[src/rtl/dsc_pkg.sv]
// ----------------------------------------------------------------------------
// dsc_pkg: shared types, constants and calendar functions
// Calendar tables, seconds constants and the request/result records shared
// by the sequencer and the top level of the seconds converter.
// ----------------------------------------------------------------------------
`default_nettype none

package dsc_pkg;

  // Request kinds
  localparam logic REQ_TO_SECS = 1'b0;
  localparam logic REQ_TO_CAL  = 1'b1;

  // Configuration register indexes
  localparam logic CFG_MIN_YEAR = 1'b0;
  localparam logic CFG_MAX_YEAR = 1'b1;

  // Reset values of the year window
  localparam logic [6:0] MIN_YEAR_RST = 7'd0;
  localparam logic [6:0] MAX_YEAR_RST = 7'd99;

  // Calendar limits
  localparam logic [3:0] MONTH_FIRST = 4'd1;
  localparam logic [3:0] MONTH_FEB   = 4'd2;
  localparam logic [3:0] MONTH_LAST  = 4'd12;
  localparam logic [4:0] HOUR_MAX    = 5'd23;
  localparam logic [5:0] MINSEC_MAX  = 6'd59;

  // Seconds per unit
  localparam int unsigned DAY_SECS_I = 24 * 60 * 60;
  localparam logic [31:0] DAY_SECS   = 32'(DAY_SECS_I);
  localparam logic [31:0] HOUR_SECS  = 32'(60 * 60);
  localparam logic [31:0] MIN_SECS   = 32'(60);
  localparam logic [31:0] MIN_PER_DAY = 32'(1440);
  localparam logic [31:0] SECS_28D   = 32'(DAY_SECS_I * 28);
  localparam logic [31:0] SECS_29D   = 32'(DAY_SECS_I * 29);
  localparam logic [31:0] SECS_30D   = 32'(DAY_SECS_I * 30);
  localparam logic [31:0] SECS_31D   = 32'(DAY_SECS_I * 31);
  localparam logic [31:0] SECS_365D  = 32'(DAY_SECS_I * 365);
  localparam logic [31:0] SECS_366D  = 32'(DAY_SECS_I * 366);

  typedef struct packed {
    logic        req_type;
    logic [6:0]  year;
    logic [3:0]  month;
    logic [4:0]  day;
    logic [4:0]  hour;
    logic [5:0]  minute;
    logic [5:0]  second;
    logic [31:0] seconds_in;
  } dsc_req_t;

  typedef struct packed {
    logic [31:0] seconds_out;
    logic [6:0]  year_out;
    logic [3:0]  month_out;
    logic [4:0]  day_out;
    logic [4:0]  hour_out;
    logic [5:0]  minute_out;
    logic [5:0]  second_out;
    logic        valid_res;
  } dsc_res_t;

  // Days in month m; any code outside 1..12 reads as 31
  function automatic logic [4:0] month_days(input logic leap, input logic [3:0] m);
    logic [4:0] days;
    if (m == MONTH_FEB) begin
      days = leap ? 5'd29 : 5'd28;
    end else if (m inside {4'd4, 4'd6, 4'd9, 4'd11}) begin
      days = 5'd30;
    end else begin
      days = 5'd31;
    end
    return days;
  endfunction

  function automatic logic [8:0] year_days(input logic leap);
    return leap ? 9'd366 : 9'd365;
  endfunction

  function automatic logic [31:0] month_secs(input logic leap, input logic [3:0] m);
    logic [31:0] secs;
    case (month_days(leap, m))
      5'd28:   secs = SECS_28D;
      5'd29:   secs = SECS_29D;
      5'd30:   secs = SECS_30D;
      default: secs = SECS_31D;
    endcase
    return secs;
  endfunction

  function automatic logic [31:0] year_secs(input logic leap);
    return leap ? SECS_366D : SECS_365D;
  endfunction

endpackage

`default_nettype wire

[src/rtl/dsc_alu.sv]
// ----------------------------------------------------------------------------
// dsc_alu: shared add / compare-subtract unit
// One 33-bit adder serves year/month accumulation and every trial subtraction;
// ge reports a >= b when subtracting.
// ----------------------------------------------------------------------------
`default_nettype none

module dsc_alu
  import dsc_pkg::*;
(
  input  wire logic [31:0] a,
  input  wire logic [31:0] b,
  input  wire logic        sub,
  output logic [31:0]      result,
  output logic             ge
);

  logic [32:0] sum;

  // Two's complement subtract through the same adder
  assign sum    = {1'b0, a} + {1'b0, (sub ? ~b : b)} + {32'd0, sub};
  assign result = sum[31:0];
  assign ge     = sub & sum[32];

endmodule

`default_nettype wire

[src/rtl/dsc_core.sv]
// ----------------------------------------------------------------------------
// dsc_core: conversion sequencer
// Walks years and months (and, towards calendar, days, hours and minutes) one
// step per cycle through the shared adder, and holds the result until taken.
// ----------------------------------------------------------------------------
`default_nettype none

module dsc_core
  import dsc_pkg::*;
(
  input  wire logic     clk,
  input  wire logic     rst,
  input  wire logic     start,
  input  wire dsc_req_t req_in,
  input  wire logic [6:0] min_year,
  input  wire logic [6:0] max_year,
  output logic          ready,
  output logic          res_valid,
  input  wire logic     res_take,
  output dsc_res_t      result
);

  localparam logic [3:0] S_IDLE      = 4'd0;
  localparam logic [3:0] S_CHECK     = 4'd1;
  localparam logic [3:0] S_YEAR_ADD  = 4'd2;
  localparam logic [3:0] S_MONTH_ADD = 4'd3;
  localparam logic [3:0] S_SCALE_MIN = 4'd4;
  localparam logic [3:0] S_SCALE_SEC = 4'd5;
  localparam logic [3:0] S_YEAR_SUB  = 4'd6;
  localparam logic [3:0] S_MONTH_SUB = 4'd7;
  localparam logic [3:0] S_DAY_SUB   = 4'd8;
  localparam logic [3:0] S_HOUR_SUB  = 4'd9;
  localparam logic [3:0] S_MIN_SUB   = 4'd10;
  localparam logic [3:0] S_DONE      = 4'd11;

  logic [3:0]  state, state_next;
  logic        req;
  logic        vld;
  logic [31:0] acc;
  logic [7:0]  cnt;
  logic [3:0]  mon;
  logic [6:0]  y_in;
  logic [3:0]  mo_in;
  logic [4:0]  d_in;
  logic [4:0]  dd;
  logic [4:0]  hh;
  logic [5:0]  mm;
  logic [5:0]  ss;

  logic [31:0] alu_b;
  logic        alu_sub;
  logic [31:0] alu_res;
  logic        alu_ge;
  logic        leap_cnt;
  logic        leap_month;
  logic        month_ok;
  logic        in_ok;
  logic        year_past;
  logic        month_hit;

  assign leap_cnt   = (cnt[1:0] == 2'd0);
  assign leap_month = req ? leap_cnt : (y_in[1:0] == 2'd0);
  assign year_past  = (cnt > {1'b0, max_year});
  assign month_hit  = (mon == mo_in);

  // Range checks; month is proven legal before its length counts
  assign month_ok = (mo_in >= MONTH_FIRST) && (mo_in <= MONTH_LAST);
  assign in_ok = (ss <= MINSEC_MAX) && (mm <= MINSEC_MAX) && (hh <= HOUR_MAX) &&
                 month_ok && (d_in != 5'd0) &&
                 (d_in <= month_days(y_in[1:0] == 2'd0, mo_in)) &&
                 (y_in >= min_year) && (y_in <= max_year);

  // Select the operand of the shared unit
  always_comb begin
    alu_b   = 32'd0;
    alu_sub = 1'b0;
    case (state)
      S_YEAR_ADD:  alu_b = 32'(year_days(leap_cnt));
      S_MONTH_ADD: alu_b = month_hit ? 32'(d_in - 5'd1) : 32'(month_days(leap_month, mon));
      S_YEAR_SUB: begin
        alu_b   = year_secs(leap_cnt);
        alu_sub = 1'b1;
      end
      S_MONTH_SUB: begin
        alu_b   = month_secs(leap_month, mon);
        alu_sub = 1'b1;
      end
      S_DAY_SUB: begin
        alu_b   = DAY_SECS;
        alu_sub = 1'b1;
      end
      S_HOUR_SUB: begin
        alu_b   = HOUR_SECS;
        alu_sub = 1'b1;
      end
      S_MIN_SUB: begin
        alu_b   = MIN_SECS;
        alu_sub = 1'b1;
      end
      default: alu_b = 32'd0;
    endcase
  end

  dsc_alu u_alu (
    .a      (acc),
    .b      (alu_b),
    .sub    (alu_sub),
    .result (alu_res),
    .ge     (alu_ge)
  );

  // Sequence the steps
  always_comb begin
    state_next = state;
    case (state)
      S_IDLE: begin
        if (start) begin
          state_next = (req_in.req_type == REQ_TO_CAL) ? S_YEAR_SUB : S_CHECK;
        end
      end
      S_CHECK:     state_next = in_ok ? S_YEAR_ADD : S_DONE;
      S_YEAR_ADD:  if (cnt == {1'b0, y_in}) state_next = S_MONTH_ADD;
      S_MONTH_ADD: if (month_hit) state_next = S_SCALE_MIN;
      S_SCALE_MIN: state_next = S_SCALE_SEC;
      S_SCALE_SEC: state_next = S_DONE;
      S_YEAR_SUB: begin
        if (year_past) begin
          state_next = S_DONE;
        end else if (!alu_ge) begin
          state_next = S_MONTH_SUB;
        end
      end
      S_MONTH_SUB: if (mon == MONTH_LAST || !alu_ge) state_next = S_DAY_SUB;
      S_DAY_SUB:   if (!alu_ge) state_next = S_HOUR_SUB;
      S_HOUR_SUB:  if (!alu_ge) state_next = S_MIN_SUB;
      S_MIN_SUB:   if (!alu_ge) state_next = S_DONE;
      S_DONE:      if (res_take) state_next = S_IDLE;
      default:     state_next = S_IDLE;
    endcase
  end

  always_ff @(posedge clk) begin
    if (rst) begin
      state <= S_IDLE;
    end else begin
      state <= state_next;
    end
  end

  // Datapath registers
  always_ff @(posedge clk) begin
    case (state)
      S_IDLE: begin
        if (start) begin
          req   <= req_in.req_type;
          vld   <= 1'b0;
          y_in  <= req_in.year;
          mo_in <= req_in.month;
          d_in  <= req_in.day;
          ss    <= req_in.second;
          hh    <= (req_in.req_type == REQ_TO_CAL) ? 5'd0 : req_in.hour;
          mm    <= (req_in.req_type == REQ_TO_CAL) ? 6'd0 : req_in.minute;
          acc   <= req_in.seconds_in;
          cnt   <= 8'd0;
          mon   <= MONTH_FIRST;
          dd    <= 5'd0;
        end
      end
      S_CHECK: begin
        acc <= 32'd0;
        vld <= in_ok;
      end
      S_YEAR_ADD: begin
        if (cnt != {1'b0, y_in}) begin
          acc <= alu_res;
          cnt <= cnt + 8'd1;
        end
      end
      S_MONTH_ADD: begin
        acc <= alu_res;
        if (!month_hit) mon <= mon + 4'd1;
      end
      S_SCALE_MIN: acc <= acc * MIN_PER_DAY + 32'(hh) * MIN_SECS + 32'(mm);
      S_SCALE_SEC: acc <= acc * MIN_SECS + 32'(ss);
      S_YEAR_SUB: begin
        if (!year_past) begin
          if (alu_ge) begin
            acc <= alu_res;
            cnt <= cnt + 8'd1;
          end else begin
            vld <= 1'b1;
          end
        end
      end
      S_MONTH_SUB: begin
        if (mon != MONTH_LAST && alu_ge) begin
          acc <= alu_res;
          mon <= mon + 4'd1;
        end
      end
      S_DAY_SUB: begin
        if (alu_ge) begin
          acc <= alu_res;
          dd  <= dd + 5'd1;
        end
      end
      S_HOUR_SUB: begin
        if (alu_ge) begin
          acc <= alu_res;
          hh  <= hh + 5'd1;
        end
      end
      S_MIN_SUB: begin
        if (alu_ge) begin
          acc <= alu_res;
          mm  <= mm + 6'd1;
        end
      end
      default: begin
      end
    endcase
  end

  // Drive the result; unused fields read zero
  always_comb begin
    result             = '0;
    result.valid_res   = vld;
    if (vld && req == REQ_TO_SECS) begin
      result.seconds_out = acc;
    end
    if (vld && req == REQ_TO_CAL) begin
      result.year_out   = cnt[6:0];
      result.month_out  = mon;
      result.day_out    = dd + 5'd1;
      result.hour_out   = hh;
      result.minute_out = mm;
      result.second_out = acc[5:0];
    end
  end

  assign ready     = (state == S_IDLE);
  assign res_valid = (state == S_DONE);

  // Checks
  a_hold_result: assert property (@(posedge clk) disable iff (rst)
    res_valid && !res_take |=> res_valid)
    else $error("result dropped before it was taken");

  a_busy_after_start: assert property (@(posedge clk) disable iff (rst)
    start |=> !ready)
    else $error("sequencer idle right after a start");

  a_month_range: assert property (@(posedge clk) disable iff (rst)
    res_valid && vld && req == REQ_TO_CAL |-> mon >= MONTH_FIRST && mon <= MONTH_LAST)
    else $error("month out of range on a calendar result");

  a_year_window: assert property (@(posedge clk) disable iff (rst)
    res_valid && vld && req == REQ_TO_CAL |-> cnt <= {1'b0, max_year})
    else $error("calendar year beyond the last allowed year");

  a_time_range: assert property (@(posedge clk) disable iff (rst)
    res_valid && vld && req == REQ_TO_CAL |-> hh <= HOUR_MAX && mm <= MINSEC_MAX &&
    acc <= 32'(MINSEC_MAX))
    else $error("time of day out of range on a calendar result");

endmodule

`default_nettype wire

[src/rtl/datetime_seconds_converter.sv]
// Sequence: calendar to seconds checks the fields and, if they pass, walks years
//   and months, then scales to seconds; seconds to calendar walks years, months,
//   days, hours and minutes, one step per cycle through the shared adder.
// Throughput: one transaction at a time; a result waits in the output register
//   while the next transaction is already being worked on.
// Reset: synchronous; clears control state and sets min_year to 0, max_year to 99.
// ----------------------------------------------------------------------------
// datetime_seconds_converter: calendar time <-> seconds since 2000
// Stream ports, plain configuration write port and the output register
// in front of the iterative sequencer.
// ----------------------------------------------------------------------------
`default_nettype none

module datetime_seconds_converter
  import dsc_pkg::*;
(
  input  wire logic        clk,
  input  wire logic        rst,
  // Configuration
  input  wire logic        cfg_wen,
  input  wire logic        cfg_index,
  input  wire logic [6:0]  cfg_data,
  // Requests
  input  wire logic        s_axis_tvalid,
  output logic             s_axis_tready,
  // year[6:0], month[10:7], day[15:11], hour[20:16], minute[26:21],
  // second[32:27], seconds_in[64:33], zero[71:65]
  input  wire logic [71:0] s_axis_tdata,
  // req_type[0]
  input  wire logic [0:0]  s_axis_tuser,
  // Results
  output logic             m_axis_tvalid,
  input  wire logic        m_axis_tready,
  // seconds_out[31:0], year_out[38:32], month_out[42:39], day_out[47:43],
  // hour_out[52:48], minute_out[58:53], second_out[64:59], zero[71:65]
  output logic [71:0]      m_axis_tdata,
  // valid_res[0]
  output logic [0:0]       m_axis_tuser
);

  logic [6:0] min_year;
  logic [6:0] max_year;
  dsc_req_t   req;
  dsc_res_t   res;
  logic       core_ready;
  logic       core_valid;
  logic       take;
  logic       start;

  // Write the year window
  always_ff @(posedge clk) begin
    if (rst) begin
      min_year <= MIN_YEAR_RST;
      max_year <= MAX_YEAR_RST;
    end else if (cfg_wen) begin
      case (cfg_index)
        CFG_MIN_YEAR: min_year <= cfg_data;
        CFG_MAX_YEAR: max_year <= cfg_data;
        default: begin
        end
      endcase
    end
  end

  // Unpack the request
  always_comb begin
    req.req_type   = s_axis_tuser[0];
    req.year       = s_axis_tdata[6:0];
    req.month      = s_axis_tdata[10:7];
    req.day        = s_axis_tdata[15:11];
    req.hour       = s_axis_tdata[20:16];
    req.minute     = s_axis_tdata[26:21];
    req.second     = s_axis_tdata[32:27];
    req.seconds_in = s_axis_tdata[64:33];
  end

  assign s_axis_tready = core_ready;
  assign start         = s_axis_tvalid & core_ready;

  dsc_core u_core (
    .clk       (clk),
    .rst       (rst),
    .start     (start),
    .req_in    (req),
    .min_year  (min_year),
    .max_year  (max_year),
    .ready     (core_ready),
    .res_valid (core_valid),
    .res_take  (take),
    .result    (res)
  );

  // Load the output register when it is empty or being drained
  assign take = core_valid & (~m_axis_tvalid | m_axis_tready);

  always_ff @(posedge clk) begin
    if (rst) begin
      m_axis_tvalid <= 1'b0;
    end else if (take) begin
      m_axis_tvalid <= 1'b1;
    end else if (m_axis_tready) begin
      m_axis_tvalid <= 1'b0;
    end
  end

  always_ff @(posedge clk) begin
    if (take) begin
      m_axis_tdata <= {7'd0, res.second_out, res.minute_out, res.hour_out,
                       res.day_out, res.month_out, res.year_out, res.seconds_out};
      m_axis_tuser <= res.valid_res;
    end
  end

endmodule

`default_nettype wire
[config.mk]
export PLATFORM = sky130hd
export DESIGN_NAME = datetime_seconds_converter
export DESIGN_NICKNAME = d
export VERILOG_FILES = /design/src/rtl/dsc_pkg.sv /design/src/rtl/dsc_alu.sv /design/src/rtl/dsc_core.sv /design/src/rtl/datetime_seconds_converter.sv
export SDC_FILE = /design/constraint.sdc
export NUM_CORES = 1
export LEC_CHECK = 0
export BUFFER_PORTS_ARGS = -buffer_cell sky130_fd_sc_hd__buf_2
export CORE_UTILIZATION = 62
export DETAILED_ROUTE_END_ITERATION = 7
export PLACE_DENSITY = 0.83
export SLEW_MARGIN = 0
export SYNTH_ARGS = -nofsm -noshare
export SYNTH_HDL_FRONTEND = slang
export SYNTH_SLANG_ARGS = --single-unit
[constraint.sdc]
create_clock -name clk -period 10.39 [get_ports clk]
set_clock_uncertainty 0.1 [all_clocks]
set_input_delay 2.078 -clock clk [delete_from_list [all_inputs] [get_ports clk]]
set_output_delay 2.078 -clock clk [all_outputs]
set_load 0.005 [all_outputs]
==> flow_summary.toml, run 1 <==
[flow_run]
maxCapViolations = 0

[critical_path]
cp_max_fo = 32
worstSetupPathType = "reg -> reg"
r2r_slack_ns = 3.60
cp-start-kind = "register"
r2r_cells = 17
crit_required_ns = 10.34
endpoint_kind = "register"
reg2reg_from = "u_core.state[1]"
worst_r2r_endpoint = "u_core.acc[0]"
cp.arrival_ns = 6.74

[min_path]
hold_class = "reg -> reg"
whs_path_depth = 2
min_to = "max_year[3]"
min_from = "max_year[3]"

[logic_synthesis]
yosysMostFrequentCell = "inv_1"
syn-instance-count = 1983
ys_seq_area_share_pct = 27.0
synth-edff-count = 150
synth_commonest_cells = "inv_1 (243), ha_1 (180), edfxtp_1 (150), nand2_1 (144), nor2_1 (136)"
ys_ff_latch = 169
synth-warning-count = 0
synth_cell_type_count = 92
synth_largest_area_cell = "edfxtp_1"
ys.flop_type = "edfxtp_1"
synthArstFlopShare_pct = 0
synthTopCellsByArea = "edfxtp_1 (25%), ha_1 (12%), fa_1 (12%)"
syn_area_per_cell_um2 = 9.12
synth_top_cell_area_share_pct = 24.9
syn_area_mm2 = 0.0181

[cts]
clkSinkCount = 169
hold_buffers = 0
post-cts-setup-buffer-count = 0
cts_resized = 0
numCtsBuffers = 17
cts-root-buf = "clkbuf_16"
worstSkewPairLatency_ns = 0.44
cts_tree = "done"
clk_pin_slew_ns = 0.08
cts_htree_levels = 4
clockBufferDepth = 2

[place]
place.gp.congestion = 0.946
io_buffers = 146
post_dp_cell_area_mm2 = 0.0191
hpwl_mm = 39.1

[floorplanning]
die_width_um = 173
die_h_um = 173
initial_core_util_pct = 63.0
fp-row-count = 62
ios = 161
core_mm2 = 0.0287
die_area_mm2 = 0.0299

[global_routing]
grt_usage_pct = 34.1
overflow = 0
grt_pass1_vias = 15300
grt_pass1_wl_mm = 80.8
antenna_found_initial = 0
grt_max_degree = 47

[timing]
fin_crit_sh_pct = 65.3
drv_slew = 0
worst_pin_slew_ns = 1.15
finalWorstPathRequiredPeriod_ns = 6.79
rsz0062_at_grt = "false"
hold_viol = 0
fmax_ghz = 0.147
setup_tns_ns = 0
relSlewSlack_pct = 23.3
setup_viol = 0
hold_ws_ns = 0.364

[final_layout]
final_net_count = 2472
seqCellArea_mm2 = 0.00488
final_area_mm2 = 0.0197
n_fill_cell = 2271
fin_util_pct = 68.8
multiInputGateArea_mm2 = 0.0121
drive_gt1_share_pct = 10.7
area_growth_pct = 9.07

[route]
firstDrtPassIters = 6
vias_per_cell = 6.29
num_vias = 15700
antenna_left = 0
drcViolationCount = 0
post_drt_wl_per_cell_um = 20.1
drt_first_iter_violations = 1632
wirelength_mm = 50.3

[outcome]
outcome = "finished, final reports clean"
[cells by family (layout without fill, tap and decap cells)]
family                     after synthesis  after routing  share of synthesized area (%)
DFF                                    169            169                           27.0
AOI/OAI and AO/OA                      472            472                           17.5
buffers and inverters                  308            431                           6.64
muxes                                   12             12                          0.671
adders and majority gates              287            287                           24.3
xor gates and xnor gates               159            159                           7.70
and+or+nand+nor                        575            575                           16.2
other                                    1              8                         0.0207
[cells in the final DEF, fill, tap and decap left out, drive strengths merged, types with 65 or more instances in the layout]
cell | synthesis | routed
a21oi | 114 | 114
buf | 20 | 155
edfxtp | 150 | 150
fa | 107 | 107
ha | 180 | 180
inv | 243 | 251
nand2 | 144 | 144
nor2 | 136 | 136
o21ai | 116 | 116
xnor2 | 94 | 94
xor2 | 65 | 65
[area by class of cell]
cell class                 instances  area share [%]
clock inverter                    13           0.653
timing repair buffer             155            4.04
inverter                         244            4.64
multi-input combinational       1512            61.1
antenna                            1          0.0127
clock buffer                      19            2.35
tap                              384            2.43
sequential                       169            24.8
[through the flow]
| step | setup WS, ns | instances |
|---|---|---|
| after floorplan | 1.26 | 1989 |
| after global placement | 4.07 | 2464 |
| after detailed placement | 3.84 | 2464 |
| after CTS | 3.78 | 2496 |
| after global routing | 3.31 | 2496 |
| final | 3.60 | 2497 |
[per-layer routing]
layer | part of all wire, % | vias to the layer above | GRT usage (%)
met4 | 3.5 | 0 | 13.2
met3 | 7.7 | 137 | 5.19
met1 | 42 | 7566 | 45.8
met5 | 0 | - | 0
met2 | 47 | 759 | 55.6
li1 | - | 7239 | -
[registers in the layout, summed over array words and instances (netlist names)]
register and cells:
m_axis_tdata 65, u_core.acc 32, u_core.cnt 8, max_year 7, min_year 7, u_core.y_in 7, u_core.mm 6, u_core.ss 6
u_core.d_in 5, u_core.dd 5, u_core.hh 5, u_core.mo_in 4, u_core.mon 4, u_core.state 4, m_axis_tuser 1, m_axis_tvalid 1
u_core.req 1, u_core.vld 1
[worst max-delay path, stage by stage (launching register included)]
cell and delay (ns):
dfxtp_1 0.85, nand3b_1 0.33, nor2_1 0.41, or4b_1 0.54, nand2_1 0.13, a21oi_1 0.09
fa_1 0.43, nor2b_1 0.14, o21ai_1 0.08, a21boi_0 0.31, o211ai_1 0.20, a2111o_1 0.47
a21oi_1 0.27, o211ai_1 0.16, a21o_1 0.22, a21oi_1 0.41, o21ai_0 0.28, a21oi_4 0.92
[worst max-delay path by stage]
stage,slack (ns),depth (start not counted),endpoint,from
finish,3.60,17,u_core.acc[0],u_core.state[1]
CTS,3.78,17,u_core.acc[3],u_core.state[1]
global placement,4.07,17,u_core.acc[0],u_core.state[1]
floorplan,1.26,2,m_axis_tdata[0],m_axis_tready
detailed placement,3.84,17,u_core.acc[5],u_core.state[1]
global route,3.31,17,u_core.acc[0],u_core.state[1]
Power of run 1 is not shown: default switching activity piles up to over one toggle a cycle in this logic, so the estimate is an artifact.
==> run 2, diff against run 1 <==
--- a/config.mk
+++ b/config.mk
@@ -5,10 +5,11 @@
 export SDC_FILE = /design/constraint.sdc
 export NUM_CORES = 1
 export LEC_CHECK = 0
+export ABC_AREA = 1
 export BUFFER_PORTS_ARGS = -buffer_cell sky130_fd_sc_hd__buf_2
-export CORE_UTILIZATION = 62
+export CORE_UTILIZATION = 57
 export DETAILED_ROUTE_END_ITERATION = 7
-export PLACE_DENSITY = 0.83
+export PLACE_DENSITY = 0.8
 export SLEW_MARGIN = 0
 export SYNTH_ARGS = -nofsm -noshare
 export SYNTH_HDL_FRONTEND = slang
==> constraint.sdc (replaced) <==
create_clock -name clk -period 6.2 [get_ports clk]
set_clock_uncertainty 0.1 [all_clocks]
set_input_delay 1.24 -clock clk [delete_from_list [all_inputs] [get_ports clk]]
set_output_delay 1.24 -clock clk [all_outputs]
set_load 0.005 [all_outputs]
==> run 2 against run 1 <==
Cell area is 7.5% higher. First-iteration DRC count shrank 0.25%. Non-clock buffer count rose by 2. Core utilization fell by 5.3 points.
==> flow_summary.toml, run 2 <==
[place]
io_buffers = 146
hpwl_mm = 47.8
place.gp.congestion = 0.990

[timing]
hold_viol = 0
rsz0062_at_grt = "false"
finalWorstPathRequiredPeriod_ns = 5.67
drv_slew = 0
relSlewSlack_pct = 39.3
setup_viol = 0
fin_crit_sh_pct = 91.5
fmax_ghz = 0.176
setup_tns_ns = 0
worst_pin_slew_ns = 0.901

[logic_synthesis]
synth_top_cell_area_share_pct = 23.3
synth-edff-count = 150
ys_seq_area_share_pct = 25.2
ys_ff_latch = 169
synthArstFlopShare_pct = 0
synth_cell_type_count = 60
ys.flop_type = "edfxtp_1"
syn_area_per_cell_um2 = 7.28
syn_area_mm2 = 0.0194
synth_largest_area_cell = "edfxtp_1"
synthTopCellsByArea = "edfxtp_1 (23%), ha_1 (12%), nand2_1 (11%)"
synth_commonest_cells = "nand2_1 (590), inv_1 (488), nor2_1 (299), ha_1 (180), nand3_1 (175)"
synth-warning-count = 0
yosysMostFrequentCell = "nand2_1"
syn-instance-count = 2658

[cts]
cts_htree_levels = 4
post-cts-setup-buffer-count = 0
hold_buffers = 0
cts_tree = "done"
clkSinkCount = 169
clockBufferDepth = 2
cts-root-buf = "clkbuf_16"
clk_pin_slew_ns = 0.07
worstSkewPairLatency_ns = 0.48
numCtsBuffers = 17
cts_resized = 0

[global_routing]
antenna_found_initial = 0
grt_pass1_vias = 17700
grt_usage_pct = 34.4
grt_pass1_wl_mm = 91.0
overflow = 0
grt_max_degree = 67

[route]
drt_first_iter_violations = 1628
num_vias = 18500
antenna_left = 0
vias_per_cell = 5.66
post_drt_wl_per_cell_um = 17.7
firstDrtPassIters = 6
wirelength_mm = 57.8
drcViolationCount = 0

[critical_path]
crit_required_ns = 6.31
path_delay_family = "adder cells"
cp.arrival_ns = 5.78
worstSetupPathType = "reg -> reg"
cpPeakStageDelay_ns = 0.54
crit_slowest_cell = "edfxtp_1"
endpoint_kind = "register"
worst-path-buf-inv = 2
cp-start-kind = "register"
cp_max_fo = 7

[floorplanning]
die_width_um = 186
ios = 161
die_area_mm2 = 0.0347
initial_core_util_pct = 57.9
die_h_um = 186
core_mm2 = 0.0334
fp-row-count = 67

[final_layout]
most-common-layout-cells = "nand2_1 (590), inv_1 (488), nor2_1 (295)"
reg_top3 = "m_axis_tdata (65), u_core.acc (32), u_core.cnt (8)"
area_growth_pct = 9.61
diodes = 0
top_register = "m_axis_tdata"
layout_commonest_cell = "nand2_1"
largest_reg_flops = 65
fin_util_pct = 63.4
drive_gt1_share_pct = 9.92
final_net_count = 3183

[min_path]
hold_class = "reg -> reg"

[flow_run]
maxCapViolations = 0

[outcome]
outcome = "finished, final reports clean"
==> run 2: cell count changes after synthesis, moves of 34 or more <==
cell / before / now
and2_1: 39 / 4
and3_1: 34 / 0
inv_1: 243 / 488
xor2_1: 65 / 20
a21o_1: 54 / 4
xnor2_1: 94 / 27
nand4_1: 18 / 68
nor2_1: 136 / 299
nand2_1: 144 / 590
a21oi_1: 112 / 166
nand3_1: 57 / 175
==> run 2: through the flow <==
| stage | std cells | hold slack, ns | worst slack (ns) | area [um2] |
|---|---|---|---|---|
| finish | 3271 | 0.365 | 0.526 | 21200 |
| global route | 3271 | 0.396 | 0.138 | 21200 |
| CTS | 3271 | 0.366 | 0.640 | 21200 |
| detailed placement | 3239 | 0.355 | 0.658 | 20600 |
| global placement | 3239 | 0.353 | 0.768 | 20600 |
| floorplan | 2664 | 0.335 | 1.11 | 19400 |
==> run 2: final timing paths <==
kind / from / end / slack, ns / cells past startpoint
min reg2reg: min_year[3] / min_year[3] / 0.36 / 2
max reg2reg: u_core.hh[2] / u_core.acc[27] / 0.53 / 25
min: min_year[3] / min_year[3] / 0.36 / 2
max: u_core.hh[2] / u_core.acc[27] / 0.53 / 25
==> run 2: kinds of logic after synthesis <==
kind of cell	share of synthesized area [%]
AO/OA/AOI/OAI	10.6
XOR/XNOR	2.77
adder cells (fa/ha/maj)	22.7
buffers and inverters	10.4
flip-flops	25.2
other	0.0194
AND/OR/NAND/NOR	28.3
==> run 2: routing by layer <==
metal	wire, um	share of wire [%]	global-route usage, %
met5	0	0	0
met3	4220	7.3	5.24
met1	23600	41	42.7
met4	3010	5.2	17.1
met2	27000	47	58.1
==> run 2: worst min-delay path, cell delays in order, from the launching register on <==
cell and delay (ns):
dfxtp_1 0.30, inv_1 0.06, a21oi_1 0.06
==> run 2: final cells by class <==
type / count / area [um2]
fill: 2983 / 12200
inverter: 500 / 1880
clock inverter: 14 / 150
tap: 448 / 561
sequential: 169 / 4880
timing repair buffer: 157 / 813
clock buffer: 18 / 439
multi-input combinational: 1965 / 12500
Power of run 2 is left out for the same reason.
==> run 3, diff against run 2 <==
--- a/config.mk
+++ b/config.mk
@@ -5,11 +5,10 @@
 export SDC_FILE = /design/constraint.sdc
 export NUM_CORES = 1
 export LEC_CHECK = 0
-export ABC_AREA = 1
 export BUFFER_PORTS_ARGS = -buffer_cell sky130_fd_sc_hd__buf_2
-export CORE_UTILIZATION = 57
+export CORE_UTILIZATION = 30
 export DETAILED_ROUTE_END_ITERATION = 7
-export PLACE_DENSITY = 0.8
+export PLACE_DENSITY = 0.47
 export SLEW_MARGIN = 0
 export SYNTH_ARGS = -nofsm -noshare
 export SYNTH_HDL_FRONTEND = slang
==> run 3 against run 2 <==
The flow now finishes with violations (design-rule violations). Register-to-register slack worse by 0.17 ns. Cell count down 10%. Fmax fell by 2.9%. Hold slack worse by 0.0011 ns. Critical path depth is 8 lower. Sequential cell count is the same. Count of clock-buffer cells in the layout fell by 1.
==> flow_summary.toml, run 3 (synthesis results as in run 1) <==
[outcome]
outcome = "complete, but fails checks"
failed_checks = "design-rule violations"

[critical_path]
worst-path-buf-inv = 2
path_delay_family = "compound AO/OA/AOI/OAI gates"
r2r_slack_ns = 0.36
crit_slowest_cell = "edfxtp_1"
cp_max_fo = 6
worstSetupPathType = "reg -> reg"
endpoint_kind = "register"
startpoint = "u_core.acc[7]"
worst_r2r_endpoint = "u_core.acc[29]"
r2r_cells = 17
cpPeakStageDelay_ns = 0.55
cp-start-kind = "register"
worstPathCellList = "ha_1, inv_1, fa_1, fa_1, inv_1, ha_1, a21o_1, a21oi_1, nand2_1, a211oi_1, and4b_1, and3b_1, nand4_1, or4b_1, a21oi_1, a221oi_1, o21ai_1"
cp.depth = 17
cp.arrival_ns = 6.08
crit_required_ns = 6.44
cp-endpoint = "u_core.acc[29]"
reg2reg_from = "u_core.acc[7]"

[timing]
setup_viol = 0
finalWorstPathRequiredPeriod_ns = 5.84
worst_pin_slew_ns = 1.06
setup_tns_ns = 0
hold_viol = 0
drv_slew = 0
relSlewSlack_pct = 29.4
fin_crit_sh_pct = 94.2
rsz0062_at_grt = "false"
fmax_ghz = 0.171

[route]
num_vias = 15100
post_drt_wl_per_cell_um = 19.7
vias_per_cell = 5.15
drcViolationCount = 6
wirelength_mm = 57.9
antenna_left = 0
firstDrtPassIters = 7
drt_first_iter_violations = 985

[cts]
worstSkewPairLatency_ns = 0.49
clkSinkCount = 169
clockBufferDepth = 2
numCtsBuffers = 17
cts_htree_levels = 4
cts_tree = "done"
clk_pin_slew_ns = 0.08
post-cts-setup-buffer-count = 0
cts-root-buf = "clkbuf_16"

[final_layout]
top_register = "m_axis_tdata"
diodes = 0
final_net_count = 2521
area_growth_pct = 14.1
drive_gt1_share_pct = 12.8
reg_top3 = "m_axis_tdata (65), u_core.acc (32), u_core.cnt (8)"
layout_commonest_cell = "inv_1"
largest_reg_flops = 65
most-common-layout-cells = "inv_1 (243), ha_1 (180), edfxtp_1 (150)"

[global_routing]
overflow = 0
grt_pass1_wl_mm = 88.4
grt_pass1_vias = 15000
grt_max_degree = 47
grt_usage_pct = 19.0
antenna_found_initial = 1

[floorplanning]
die_h_um = 248
die_area_mm2 = 0.0613
core_mm2 = 0.0594
die_width_um = 248
initial_core_util_pct = 30.5
ios = 161
fp-row-count = 89

[flow_run]
maxCapViolations = 0

[place]
place.gp.congestion = 0.914
hpwl_mm = 46.7
io_buffers = 146

[min_path]
hold_class = "reg -> reg"
-- run 3: worst min-delay path: stages, from the launching register on --
cell and delay (ns):
dfxtp_1 0.32, nand2_1 0.05, a21oi_1 0.05
-- run 3: area by class of cell --
class / count / area [um2]
Fill cell: 6158 / 38700
Multi-Input combinational cell: 1512 / 12100
Sequential cell: 169 / 4880
Timing Repair Buffer: 204 / 1170
Tap cell: 773 / 967
Inverter: 244 / 916
Clock buffer: 17 / 425
Clock inverter: 15 / 199
-- run 3: through the flow --
step                worst slack, ns  std cells  hold slack [ns]  utilization [%]  instance area [um2]
floorplan                     0.152       1989            0.335                -                18100
global placement              0.367       2902            0.348             33.7                20000
detailed placement            0.361       2902            0.354             33.7                20000
CTS                           0.307       2934            0.367             34.8                20600
global route                 0.0626       2934            0.387             34.8                20600
finish                        0.358       2934            0.364             34.8                20600
-- run 3: worst min path at each step --
stage	startpoint	to	slack, ns	cells past startpoint
floorplan	max_year[1]	max_year[1]	0.34	1
global placement	max_year[1]	max_year[1]	0.35	1
detailed placement	max_year[1]	max_year[1]	0.35	1
CTS	max_year[3]	max_year[3]	0.37	2
global route	max_year[3]	max_year[3]	0.39	2
finish	max_year[3]	max_year[3]	0.36	2
-- run 3: metal layers --
layer	track usage [%]	share of wire [%]	vias up	wire, um
met5	0	0	-	0
met4	3.97	1.2	0	718
met3	2.89	4.0	40	2340
met2	31.8	48	299	27600
met1	25.9	47	7423	27300
li1	-	-	7348	-
-- run 3: timing repair --
item	4_1_cts	5_1_grt
setup endpoints to repair	0	1
hold buffers	0	0
resized for setup	0	1
Power of run 3 is left out for the same reason.
